### src/design/filled_circle_span_generator_macros.svh
// Assertion macros used by the span queue of the filled-circle span generator.
`ifndef FILLED_CIRCLE_SPAN_GENERATOR_MACROS_SVH
`define FILLED_CIRCLE_SPAN_GENERATOR_MACROS_SVH

// Same-cycle implication, sampled on clk_i and disabled during reset.
`define FCSG_ASSERT_IMP(lbl, ante, cons, msg) \
  lbl: assert property (@(posedge clk_i) disable iff (!rst_ni) (ante) |-> (cons)) \
    else $error(msg);

// Next-cycle implication, sampled on clk_i and disabled during reset.
`define FCSG_ASSERT_NEXT(lbl, ante, cons, msg) \
  lbl: assert property (@(posedge clk_i) disable iff (!rst_ni) (ante) |=> (cons)) \
    else $error(msg);

`endif

### src/design/fcsg_pkg.sv
// Package with types, constants and the row-limit table of the span generator.
`default_nettype none
package fcsg_pkg;

  localparam int MaxRadiusDefault  = 24;
  localparam int QueueDepthDefault = 4;

  // One circle command beat.
  typedef struct packed {
    logic [15:0] center_x;
    logic [15:0] center_y;
    logic [4:0]  radius;
    logic [15:0] fill_color;
  } cmd_t;

  // One span result beat.
  typedef struct packed {
    logic [15:0] span_x_start;
    logic [15:0] span_x_end;
    logic [15:0] span_row;
    logic [15:0] span_color;
    logic        last_span;
  } span_t;

  // Front sequencer states.
  typedef enum logic [2:0] {
    FsIdle,
    FsCenter,
    FsRow,
    FsOutMinus,
    FsInPlus,
    FsInMinus,
    FsFlush
  } front_state_e;

  // Push beat from the front into the span queue.
  typedef struct packed {
    logic  valid;
    span_t span;
  } push_t;

  // Span queue status seen by the front, the back and the top level.
  typedef struct packed {
    logic full;
    logic empty;
  } q_status_t;

  // Last row offset of the loop: radius * 0.707 rounded down, plus one.
  function automatic logic [4:0] row_limit(input logic [4:0] r);
    logic [4:0] lim;
    case (r)
      5'd1:    lim = 5'd1;
      5'd2:    lim = 5'd2;
      5'd3:    lim = 5'd3;
      5'd4:    lim = 5'd3;
      5'd5:    lim = 5'd4;
      5'd6:    lim = 5'd5;
      5'd7:    lim = 5'd5;
      5'd8:    lim = 5'd6;
      5'd9:    lim = 5'd7;
      5'd10:   lim = 5'd8;
      5'd11:   lim = 5'd8;
      5'd12:   lim = 5'd9;
      5'd13:   lim = 5'd10;
      5'd14:   lim = 5'd10;
      5'd15:   lim = 5'd11;
      5'd16:   lim = 5'd12;
      5'd17:   lim = 5'd13;
      5'd18:   lim = 5'd13;
      5'd19:   lim = 5'd14;
      5'd20:   lim = 5'd15;
      5'd21:   lim = 5'd15;
      5'd22:   lim = 5'd16;
      5'd23:   lim = 5'd17;
      5'd24:   lim = 5'd17;
      default: lim = 5'd17;
    endcase
    return lim;
  endfunction

endpackage
`default_nettype wire

### src/design/filled_circle_span_generator.sv
// Top level of the filled-circle span generator.
//
// A circle command beat (center, radius, color) is taken at a rising edge
// where start is high and busy is low. The block then returns the horizontal
// spans that fill the disc: the center row first, then for each row offset
// the optional outer pair and the inner pair, with last_span set on the
// final one. Each span appears on span_o for exactly one cycle, marked by
// span_strobe_o; the receiver cannot hold spans off.
// The front sequencer produces its spans in FsCenter, FsRow, FsOutMinus,
// FsInPlus and FsInMinus, passes a row offset whose spans are all empty in
// FsRow alone, closes in FsFlush, and stalls while the queue is full. Each
// span waits in a pending register, then passes through the queue and the
// output register. A circle of radius 24 gives 49 spans, and busy stays
// high until the queue has drained.
// Radius zero is treated as one and radii above MaxRadius as MaxRadius.
// Coordinates wrap at 16 bits. Reset returns the sequencer to idle and
// empties the queue; no clearing pass is needed.
`default_nettype none
module filled_circle_span_generator import fcsg_pkg::*; #(
  parameter int MaxRadius  = MaxRadiusDefault,
  parameter int QueueDepth = QueueDepthDefault
) (
  input  wire logic clk_i,
  input  wire logic rst_ni,
  input  wire logic start,
  input  wire cmd_t cmd_i,
  output logic      busy,
  output logic      span_strobe_o,
  output span_t     span_o
);

  logic      accept, front_idle, pop;
  push_t     push;
  q_status_t q_status;
  span_t     rd_span;

  // Command beat handshake.
  assign accept = start && !busy;
  assign busy   = !front_idle || !q_status.empty;

  fcsg_front #(
    .MaxRadius (MaxRadius)
  ) u_front (
    .clk_i      (clk_i),
    .rst_ni     (rst_ni),
    .accept_i   (accept),
    .cmd_i      (cmd_i),
    .q_status_i (q_status),
    .push_o     (push),
    .idle_o     (front_idle)
  );

  fcsg_queue #(
    .QueueDepth (QueueDepth)
  ) u_queue (
    .clk_i     (clk_i),
    .rst_ni    (rst_ni),
    .push_i    (push),
    .pop_i     (pop),
    .rd_span_o (rd_span),
    .status_o  (q_status)
  );

  fcsg_back u_back (
    .clk_i         (clk_i),
    .rst_ni        (rst_ni),
    .q_status_i    (q_status),
    .rd_span_i     (rd_span),
    .pop_o         (pop),
    .span_strobe_o (span_strobe_o),
    .span_o        (span_o)
  );

endmodule
`default_nettype wire

### src/design/fcsg_front.sv
// Front sequencer: walks the rows of a circle command, stalling on a full queue.
`default_nettype none
module fcsg_front import fcsg_pkg::*; #(
  parameter int MaxRadius = MaxRadiusDefault
) (
  input  wire logic      clk_i,
  input  wire logic      rst_ni,
  input  wire logic      accept_i,
  input  wire cmd_t      cmd_i,
  input  wire q_status_t q_status_i,
  output push_t          push_o,
  output logic           idle_o
);

  front_state_e state_q, state_d;

  logic [15:0] cx_q, cy_q, color_q;
  logic [4:0]  r_q, i_q, x_q, ox_q, imax_q;
  logic [9:0]  sqmax_q;
  logic        pend_v_q;
  span_t       pend_q;

  // Radius saturated into the legal range.
  logic [4:0] r_sat;
  always_comb begin
    if (cmd_i.radius == 5'd0) begin
      r_sat = 5'd1;
    end else if (cmd_i.radius > 5'(MaxRadius)) begin
      r_sat = 5'(MaxRadius);
    end else begin
      r_sat = cmd_i.radius;
    end
  end

  // Edge test for the current row: i*i + x*x against r*r + r/2.
  logic [9:0]  ii, xx;
  logic [10:0] sum_sq;
  logic        step_x, outer, last_row;
  logic [4:0]  x_dec;
  assign ii       = 10'(i_q) * 10'(i_q);
  assign xx       = 10'(x_q) * 10'(x_q);
  assign sum_sq   = {1'b0, ii} + {1'b0, xx};
  assign step_x   = sum_sq > {1'b0, sqmax_q};
  assign x_dec    = (step_x && (x_q != 5'd0)) ? (x_q - 5'd1) : x_q;
  assign outer    = step_x && (x_q > imax_q) && (i_q != 5'd1);
  assign last_row = (i_q == imax_q);

  // Span candidate of this cycle.
  logic        emit;
  logic [15:0] c_start, c_row;
  logic [5:0]  c_len;
  logic        row_end;
  always_comb begin
    emit    = 1'b0;
    c_start = cx_q - 16'(x_q);
    c_row   = cy_q + 16'(i_q);
    c_len   = {x_q, 1'b0};
    row_end = 1'b0;
    unique case (state_q)
      FsCenter: begin
        emit    = 1'b1;
        c_start = cx_q - 16'(r_q);
        c_row   = cy_q;
        c_len   = {r_q, 1'b0};
      end
      FsRow: begin
        if (outer) begin
          emit    = 1'b1;
          c_start = cx_q - 16'(i_q) + 16'd1;
          c_row   = cy_q + 16'(x_q);
          c_len   = {i_q - 5'd1, 1'b0};
        end else begin
          emit    = (x_dec != 5'd0);
          c_start = cx_q - 16'(x_dec);
          c_row   = cy_q + 16'(i_q);
          c_len   = {x_dec, 1'b0};
          row_end = (x_dec == 5'd0);
        end
      end
      FsOutMinus: begin
        emit    = 1'b1;
        c_start = cx_q - 16'(i_q) + 16'd1;
        c_row   = cy_q - 16'(ox_q);
        c_len   = {i_q - 5'd1, 1'b0};
        row_end = (x_q == 5'd0);
      end
      FsInPlus: begin
        emit = 1'b1;
      end
      FsInMinus: begin
        emit    = 1'b1;
        c_row   = cy_q - 16'(i_q);
        row_end = 1'b1;
      end
      default: begin
        emit = 1'b0;
      end
    endcase
  end

  span_t cand;
  always_comb begin
    cand.span_x_start = c_start;
    cand.span_x_end   = c_start + 16'(c_len) - 16'd1;
    cand.span_row     = c_row;
    cand.span_color   = color_q;
    cand.last_span    = 1'b0;
  end

  // The pending span goes to the queue once its successor, or the end, is known.
  logic flushing, hold, advance;
  assign flushing = (state_q == FsFlush);
  assign hold     = pend_v_q && q_status_i.full && (emit || flushing);
  assign advance  = !hold;

  always_comb begin
    push_o.valid          = pend_v_q && !q_status_i.full && (emit || flushing);
    push_o.span           = pend_q;
    push_o.span.last_span = flushing;
  end

  assign idle_o = (state_q == FsIdle);

  // Next state.
  always_comb begin
    state_d = state_q;
    if (advance) begin
      unique case (state_q)
        FsIdle:     if (accept_i) state_d = FsCenter;
        FsCenter:   state_d = FsRow;
        FsRow:      if (outer) state_d = FsOutMinus;
                    else if (x_dec != 5'd0) state_d = FsInMinus;
                    else state_d = last_row ? FsFlush : FsRow;
        FsOutMinus: if (x_q != 5'd0) state_d = FsInPlus;
                    else state_d = last_row ? FsFlush : FsRow;
        FsInPlus:   state_d = FsInMinus;
        FsInMinus:  state_d = last_row ? FsFlush : FsRow;
        FsFlush:    state_d = FsIdle;
        default:    state_d = FsIdle;
      endcase
    end
  end

  // Control registers.
  always_ff @(posedge clk_i or negedge rst_ni) begin
    if (!rst_ni) begin
      state_q  <= FsIdle;
      pend_v_q <= 1'b0;
      i_q      <= 5'd0;
      x_q      <= 5'd0;
      imax_q   <= 5'd0;
      sqmax_q  <= 10'd0;
    end else begin
      state_q <= state_d;
      if (advance) begin
        if (emit) begin
          pend_v_q <= 1'b1;
        end else if (flushing) begin
          pend_v_q <= 1'b0;
        end
        if (state_q == FsIdle && accept_i) begin
          i_q     <= 5'd1;
          x_q     <= r_sat;
          imax_q  <= row_limit(r_sat);
          sqmax_q <= 10'(r_sat) * 10'(r_sat) + 10'(r_sat >> 1);
        end else begin
          if (state_q == FsRow) begin
            x_q <= x_dec;
          end
          if (row_end && !last_row) begin
            i_q <= i_q + 5'd1;
          end
        end
      end
    end
  end

  // Payload registers.
  always_ff @(posedge clk_i) begin
    if (advance) begin
      if (emit) begin
        pend_q <= cand;
      end
      if (state_q == FsIdle && accept_i) begin
        cx_q    <= cmd_i.center_x;
        cy_q    <= cmd_i.center_y;
        color_q <= cmd_i.fill_color;
        r_q     <= r_sat;
      end
      if (state_q == FsRow) begin
        ox_q <= x_q;
      end
    end
  end

endmodule
`default_nettype wire

### src/design/fcsg_queue.sv
// Short span queue between the front sequencer and the output stage.
`default_nettype none
`include "filled_circle_span_generator_macros.svh"
module fcsg_queue import fcsg_pkg::*; #(
  parameter int QueueDepth = QueueDepthDefault
) (
  input  wire logic  clk_i,
  input  wire logic  rst_ni,
  input  wire push_t push_i,
  input  wire logic  pop_i,
  output span_t      rd_span_o,
  output q_status_t  status_o
);

  localparam int AW = (QueueDepth > 1) ? $clog2(QueueDepth) : 1;
  localparam int CW = $clog2(QueueDepth + 1);

  span_t         mem_q [QueueDepth];
  logic [AW-1:0] wr_ptr_q, rd_ptr_q;
  logic [CW-1:0] count_q;

  // Pointer increment with wrap at the queue depth.
  function automatic logic [AW-1:0] ptr_next(input logic [AW-1:0] p);
    return (p == AW'(QueueDepth - 1)) ? '0 : p + AW'(1);
  endfunction

  assign status_o.full  = (count_q == CW'(QueueDepth));
  assign status_o.empty = (count_q == '0);
  assign rd_span_o      = mem_q[rd_ptr_q];

  // Pointers and fill count.
  always_ff @(posedge clk_i or negedge rst_ni) begin
    if (!rst_ni) begin
      wr_ptr_q <= '0;
      rd_ptr_q <= '0;
      count_q  <= '0;
    end else begin
      if (push_i.valid) begin
        wr_ptr_q <= ptr_next(wr_ptr_q);
      end
      if (pop_i) begin
        rd_ptr_q <= ptr_next(rd_ptr_q);
      end
      if (push_i.valid && !pop_i) begin
        count_q <= count_q + CW'(1);
      end else if (!push_i.valid && pop_i) begin
        count_q <= count_q - CW'(1);
      end
    end
  end

  // Storage write.
  always_ff @(posedge clk_i) begin
    if (push_i.valid) begin
      mem_q[wr_ptr_q] <= push_i.span;
    end
  end

  // A push without a pop must raise the fill count by one.
  logic          push_only;
  logic [CW-1:0] count_inc;
  assign push_only = push_i.valid && !pop_i;
  assign count_inc = count_q + CW'(1);

  `FCSG_ASSERT_IMP(a_no_overflow, push_i.valid, !status_o.full, "span queue overflow")
  `FCSG_ASSERT_IMP(a_no_underflow, pop_i, !status_o.empty, "span queue underflow")
  `FCSG_ASSERT_NEXT(a_count_up, push_only, count_q == $past(count_inc), "push did not raise count")

endmodule
`default_nettype wire

### src/design/fcsg_back.sv
// Output stage: drains the span queue into the registered result strobe.
`default_nettype none
module fcsg_back import fcsg_pkg::*; (
  input  wire logic      clk_i,
  input  wire logic      rst_ni,
  input  wire q_status_t q_status_i,
  input  wire span_t     rd_span_i,
  output logic           pop_o,
  output logic           span_strobe_o,
  output span_t          span_o
);

  logic  strobe_q;
  span_t span_q;

  // The receiver never stalls, so a waiting span is taken every cycle.
  assign pop_o = !q_status_i.empty;

  // Strobe register.
  always_ff @(posedge clk_i or negedge rst_ni) begin
    if (!rst_ni) begin
      strobe_q <= 1'b0;
    end else begin
      strobe_q <= pop_o;
    end
  end

  // Result payload register.
  always_ff @(posedge clk_i) begin
    if (pop_o) begin
      span_q <= rd_span_i;
    end
  end

  assign span_strobe_o = strobe_q;
  assign span_o        = span_q;

endmodule
`default_nettype wire

### config.mk
export PLATFORM = sky130hd
export DESIGN_NAME = filled_circle_span_generator
export DESIGN_NICKNAME = d
export VERILOG_FILES = /design/src/design/fcsg_pkg.sv /design/src/design/filled_circle_span_generator.sv /design/src/design/fcsg_front.sv /design/src/design/fcsg_queue.sv /design/src/design/fcsg_back.sv
export VERILOG_INCLUDE_DIRS = /design/src /design/src/design
export SDC_FILE = /design/constraint.sdc
export NUM_CORES = 1
export LEC_CHECK = 0
export ABC_AREA = 1
export BUFFER_PORTS_ARGS = -buffer_cell sky130_fd_sc_hd__buf_2
export CAP_MARGIN = 20
export CORE_ASPECT_RATIO = 1.75
export CORE_MARGIN = 2
export CORE_UTILIZATION = 35
export CTS_BUF_LIST = sky130_fd_sc_hd__clkbuf_16
export CTS_CLUSTER_DIAMETER = 50
export DETAILED_ROUTE_END_ITERATION = 8
export GPL_TIMING_DRIVEN = 1
export REMOVE_ABC_BUFFERS = 1
export SYNTH_ARGS = -nofsm -noshare
export SYNTH_HDL_FRONTEND = slang
export SYNTH_HIERARCHICAL = 1
export SYNTH_SLANG_ARGS = --single-unit
### constraint.sdc
create_clock -name clk_i -period 9.7 [get_ports clk_i]
set_input_delay 0.97 -clock clk_i [delete_from_list [all_inputs] [get_ports clk_i]]
set_output_delay 0.97 -clock clk_i [all_outputs]
set_load 0.01 [all_outputs]
# Word level (Yosys, flattened, before mapping)
# Memory sizes are Yosys's and may differ from the RTL's. A register that Yosys moved wholly into a read port is not among the register bits.
# Index checks and enable logic that the tools add are counted.
totals:
  register_bits: 154
  ramBits: 260
  romBits: 160
  in_bits: 56
  mem_count: 2
classes:
  addsub: 20
  multipliers: 3
  n_lt_le_gt_ge: 3
  eq_ne: 12
  n_mux: 31
  n_bitwise: 1
  n_reduce_logical: 41
memory_table:
  columns: ["name", "depth", "width", "read_ports", "rd_clocked_by_memory_dff", "wr", "line_no", "rtl"]
  rows:
  - ["u_queue.mem_q", 4, 65, 1, 1, 1, "fcsg_queue.sv:18", "span_t mem_q [QueueDepth];"]
  - ["(no name shown)", 32, 5, 1, 1, 0, "fcsg_pkg.sv:51", "case (r)"]
ops:
  columns: ["op", "count"]
  rows:
  - ["16-bit by 5-bit subtractor with 16-bit output", 6]
  - ["16-bit one-hot mux with 4 select lines", 1]
  - ["16-bit one-hot mux with 3 select lines", 1]
  - ["5-bit two-way mux", 7]
  - ["16-bit by 5-bit adder with 16-bit output", 2]
  - ["16-bit two-way mux", 2]
  - ["5-bit by 5-bit multiplier with 10-bit output", 3]
  - ["3-bit two-way mux", 7]
  - ["3-bit one-hot mux with 6 select lines", 1]
  - ["6-bit one-hot mux with 3 select lines", 1]
  - ["16-bit by 1-bit adder with 16-bit output (second input constant)", 1]
  - ["16-bit by 6-bit adder with 16-bit output", 1]
  - ["16-bit by 1-bit subtractor with 16-bit output (second input constant)", 1]
  - ["5-bit logical NOT", 3]
  - ["2-bit AND reduction", 7]
  - ["3-bit equality test (second input constant)", 4]
  - ["1-bit logical AND", 12]
  - ["10-bit by 10-bit adder with 11-bit output", 1]
  - ["11-bit by 10-bit > comparator with 1-bit output", 1]
  - ["10-bit by 4-bit adder with 10-bit output", 1]
  - ["5-bit nonzero test", 2]
  - ["5-bit by 1-bit subtractor with 5-bit output (second input constant)", 2]
  - ["1-bit logical NOT", 8]
  - ["2-bit nonzero test", 4]
  - ["other kinds (21)", 32]

# Depth between registers and ports, before layout
depth:
  ltp_word: 14
  ltp_mapped: 60
  ltp_nobuf: 59

# Modules after synthesis
# The synthesis kept the hierarchy.
modules_own_cells:
  columns: ["module", "instances", "cells_each", "area_per_inst_um2"]
  rows:
  - ["fcsg_front", 1, 1453, 12264.3]
  - ["fcsg_queue", 1, 810, 10649.0]
  - ["fcsg_back", 1, 67, 1980.6]
  - ["filled_circle_span_generator", 1, 3, 16.3]

# Worst setup path before layout
# Ideal clock, no wire load.
synth_path:
  path_kind: "register to register"
  from: "register u_front.x_q[1]"
  to: "register u_front.pend_q, in the netlist u_front/push_o[10], enable pin"
  setup_ns: 0.486
  t_arrival_ns: 8.551
  t_required_ns: 9.214
  setup_slack_ns: 0.662
  path_stages_with_launch: 34
  n_path_buf: 1
  period_less_slack_ns: 9.038
  cell_sequence: "dfrtp_1 clkbuf_1 nand2_1 inv_1 fa_1 fa_1 inv_1 fa_1 inv_1 fa_1 fa_1 ha_1 a21oi_1 nand2_1 a21oi_1 o21bai_1 nand2_1 nand2_1 a21oi_1 xnor2_1 ha_1 nand2_1 nor2_1 a211oi_1 nand2_1 nand2_1 nand2_4 nand2_2 nand2_1 nand2_1 inv_2 nand4_2 a21oi_1 nor2_1"
synth_between:
  elab_chain_len: 12
synth_rtl:
  columns: ["element", "line_no", "rtl"]
  rows:
  - ["from (decl)", "fcsg_front.sv:18", "logic [4:0] r_q, i_q, x_q, ox_q, imax_q;"]
  - ["from (signal assigned)", "fcsg_front.sv:163", "x_q <= r_sat;"]
  - ["5-bit by 5-bit multiplier with 10-bit output", "fcsg_front.sv:41", "assign xx = 10'(x_q) * 10'(x_q);"]
  - ["10-bit by 10-bit adder with 11-bit output", "fcsg_front.sv:42", "assign sum_sq = {1'b0, ii} + {1'b0, xx};"]
  - ["11-bit by 10-bit > comparator with 1-bit output", "fcsg_front.sv:43", "assign step_x = sum_sq > {1'b0, sqmax_q};"]
  - ["1-bit logical AND", "fcsg_front.sv:44", "assign x_dec = (step_x && (x_q != 5'd0)) ? (x_q - 5'd1) : x_q;"]
  - ["5-bit two-way mux", "fcsg_front.sv:44", null]
  - ["5-bit nonzero test", "fcsg_front.sv:73", "emit = (x_dec != 5'd0);"]
  - ["1-bit two-way mux (*)", "fcsg_front.sv:67", "if (outer) begin"]
  - ["1-bit one-hot mux with 2 select lines (*)", "fcsg_front.sv:59", "unique case (state_q)"]
  - ["1-bit logical OR", "fcsg_front.sv:113", "assign hold = pend_v_q && q_status_i.full && (emit || flushing);"]
  - ["1-bit logical AND", "fcsg_front.sv:113", null]
  - ["1-bit NOT (no source line)", null, null]
  - ["2-bit AND reduction (no source line) (*)", null, null]
  - ["to (signal assigned)", "fcsg_front.sv:182", "pend_q <= cand;"]
  - ["to (decl)", "fcsg_front.sv:21", "span_t pend_q;"]
# Every way passes the cells marked *; elsewhere a longest branch is shown, timed or not.
# A chain may end at the register's enable or synchronous reset.

==> run_results.csv <==
group,metric,value,unit
sta,slew_viol_final,0,
synth,syn_avg_cell_area,10.68,um2
grt,grt.busiest_layer,"met2",
clocking,cts_num_sinks,484,
sta,finalHoldViolCount,0,
clocking,clkTransAtPathRegs,0.06,ns
synth,synth-seq-area-share,0.5760,
clocking,cts_made_buffers,47,
setup_path,critPathBufInv,6,
detailed_routing,wire_per_inst,17.88,um
floorplanning,die_area,0.07340,mm2
setup_path,cpMostUsedCell,"nand2_1",
setup_path,cp_slowest_cell,"fa_1",
sta,max_slew_margin,0.3172,
sta,setup_viol,0,
synth,synth_ff_type,"edfxtp_1",
sta,min_period,9.036,ns
grt,grt_use_met1,0.1827,
synth,ys_warn_count,6,
synth,netlist_area,0.02491,mm2
cells_and_area,final_nets,2702,
floorplanning,start_util,0.3532,
setup_path,slowest_delay,0.56,ns
clocking,ctsHoldBuffers,0,
sta,rsz0062_at_grt,"no",
setup_path,crit_fanout,7,
power,cellLeakagePower,12.09,nW
status,status,"completed",
detailed_routing,drc,0,
place,hpwl,43.11,mm
cells_and_area,antenna_cells,0,
setup_path,start_kind,"register",
grt,overflow,0,
synth,synth_edf_count,447,
detailed_routing,ant_nets,0,
place,postPlaceCellArea,0.02664,mm2
cells_and_area,fin_area,0.02828,mm2
sta,setup_tns,0,ns
floorplanning,num_rows,129,
clocking,cts-htree-levels,2,
cells_and_area,syn_to_final_growth,13.52,%
setup_path,critPathTopFamily,"adder cells",
grt,grt_use_met3,0.02050,
detailed_routing,vias,16870,
clocking,clk_latency,0.60,ns
detailed_routing,drt_wl_total,61.11,mm
power,power-per-cell-area,361.7,mW/mm2
sta,worst_pin_slew,1.024,ns
floorplanning,die_x,205.7,um
clocking,clk_path_buf_depth,3,
grt,gr-usage-met2,0.3166,
floorplanning,die_h,356.9,um
place,routabilityCongestion,0.8812,
clocking,cts_tree,"built",
sta,hold_ws,0.3300,ns
grt,grt_pass1_vias,17500,
detailed_routing,vias_per_cell,4.938,
grt,grt_max_degree,118,
setup_path,critPathArrivalTime,9.38,ns
setup_path,path_class,"register to register",
run,drv_cap,0,
synth,synth_cell_types,55,
cells_and_area,drive_gt1_frac,0.1184,
setup_path,critPathCaptureType,"register",
sta,post-route-period-util,0.9316,
floorplanning,io_pins,123,
grt,grt_usage,0.1674,
setup_path,crit_required,10.05,ns
synth,ys_seq_elements,484,
cells_and_area,final_cell_mix,"499 x nand2_1, 447 x edfxtp_1, 394 x inv_1",
hold_path,hold_path.class,"input port to async pin",
detailed_routing,first_pass_iters,7,
floorplanning,coreArea,0.07053,mm2
synth,async_flop_share,0.07645,
clocking,cts_root_buf,"clkbuf_16",
power,p_total,0.01023,W
grt,grt_pass1_wl,94.53,mm
cells_and_area,final_util,0.4009,
grt,antenna_found_initial,0,
sta,fin_skew,0.01590,ns
power,max-vdd-ir-drop,168.8,uV
detailed_routing,drtIter0Drc,926,
cells_and_area,layout_commonest_cell,"nand2_1",
sta,clock.fmax,110.7,MHz
place,port_buffers,122,
synth,syn_inst,2333,
==> sequential cells by signal (all words and copies together) (netlist names), 10 cells and up <==
signal and cells:
u_back/span_o 65, u_front/color_q 16, u_queue/mem_q 260, u_front/cx_q 16, u_front/sqmax_q 10, u_front/cy_q 16, u_front/push_o 64
==> cells in the mapped netlist (4+ instances only) <==
cell	n	area, um2
nand2_2	8	50.05
o22ai_1	5	31.28
edfxtp_1	447	13420
nor3_1	17	85.08
nor2_1	89	334.1
o2111ai_1	10	87.58
o21bai_1	4	30.03
nand4_1	11	68.82
nand2_1	501	1881
a21oi_1	73	365.4
nor2_4	4	45.04
fa_1	35	700.7
dfrtp_1	37	925.9
inv_1	393	1475
o21ai_1	6	30.03
inv_2	9	33.78
ha_1	147	1839
buf_2	35	175.2
or2_2	10	62.56
a211oi_1	5	37.54
xnor2_1	22	192.7
clkbuf_1	34	127.6
o221ai_1	7	61.31
nand3b_1	4	30.03
nand3_1	79	395.4
o21ai_0	93	465.5
xor2_1	56	490.5
a31oi_1	8	50.05
o211ai_1	141	1059
==> layout make-up <==
cell class                      instances  area (um2)
Timing Repair Buffer                  157       948.4
Sequential cell                       484       14350
Tap cell                              917        1147
Fill cell                            6760       42260
Clock inverter                         36       289.0
Multi-Input combinational cell       1371        8795
Clock buffer                           49        1226
Inverter                              403        1521
==> timing repair <==
action | CTS | global route
buffers inserted | 0 | 1
setup endpoints to repair | 0 | 5
gates resized for setup | 0 | 25
==> power breakdown <==
| group | internal (W) | total (W) | switching (W) |
|---|---|---|---|
| clock | 0.00101 | 0.00181 | 0.000799 |
| sequential | 0.00359 | 0.00392 | 0.000333 |
| combinational | 0.00148 | 0.00450 | 0.00302 |
| total | 0.00607 | 0.0102 | 0.00415 |
==> per-layer routing <==
layer  share of wire  wire length, um
met1            0.39            23620
met2            0.53            32440
met3           0.038             2302
met4           0.045             2741
met5               0                0
==> through the flow <==
step	instances	worst slack, ns
after floorplan	2258	0.7736
after global placement	3330	0.3509
after detailed placement	3330	0.1927
after CTS	3415	0.1557
after global routing	3417	0.0006830
final	3417	0.6639
==> kinds of logic (layout without fill, tap and decap cells) <==
logic type,Yosys count,count (layout),share of synthesized area
flops,484,484,0.5760
compound gates,373,373,0.09599
fa+ha+maj,182,182,0.1020
buf+inv,478,645,0.07499
simple gates,738,738,0.1236
xor+xnor,78,78,0.02742
==> final timing paths <==
path / startpoint / to / slack, ns / cells after the start
worst min-delay path: rst_ni / u_back/span_strobe_o$_DFF_PN0_ / 0.33 / 1
worst max-delay path: u_front/x_q[0]$_DFFE_PN0P_ / u_front/push_o[48]$_DFFE_PP_ / 0.66 / 49
max in group asynchronous: rst_ni / u_queue/rd_ptr_q[1]$_DFFE_PN0P_ / 8.86 / 2
worst max register to register: u_front/x_q[0]$_DFFE_PN0P_ / u_front/push_o[48]$_DFFE_PP_ / 0.66 / 49
worst min register to register: u_front/color_q[0]$_DFFE_PP_ / u_front/push_o[1]$_DFFE_PP_ / 0.42 / 0
min in group clk_i: u_front/color_q[0]$_DFFE_PP_ / u_front/push_o[1]$_DFFE_PP_ / 0.42 / 0
(Power assumes the default switching activity.)
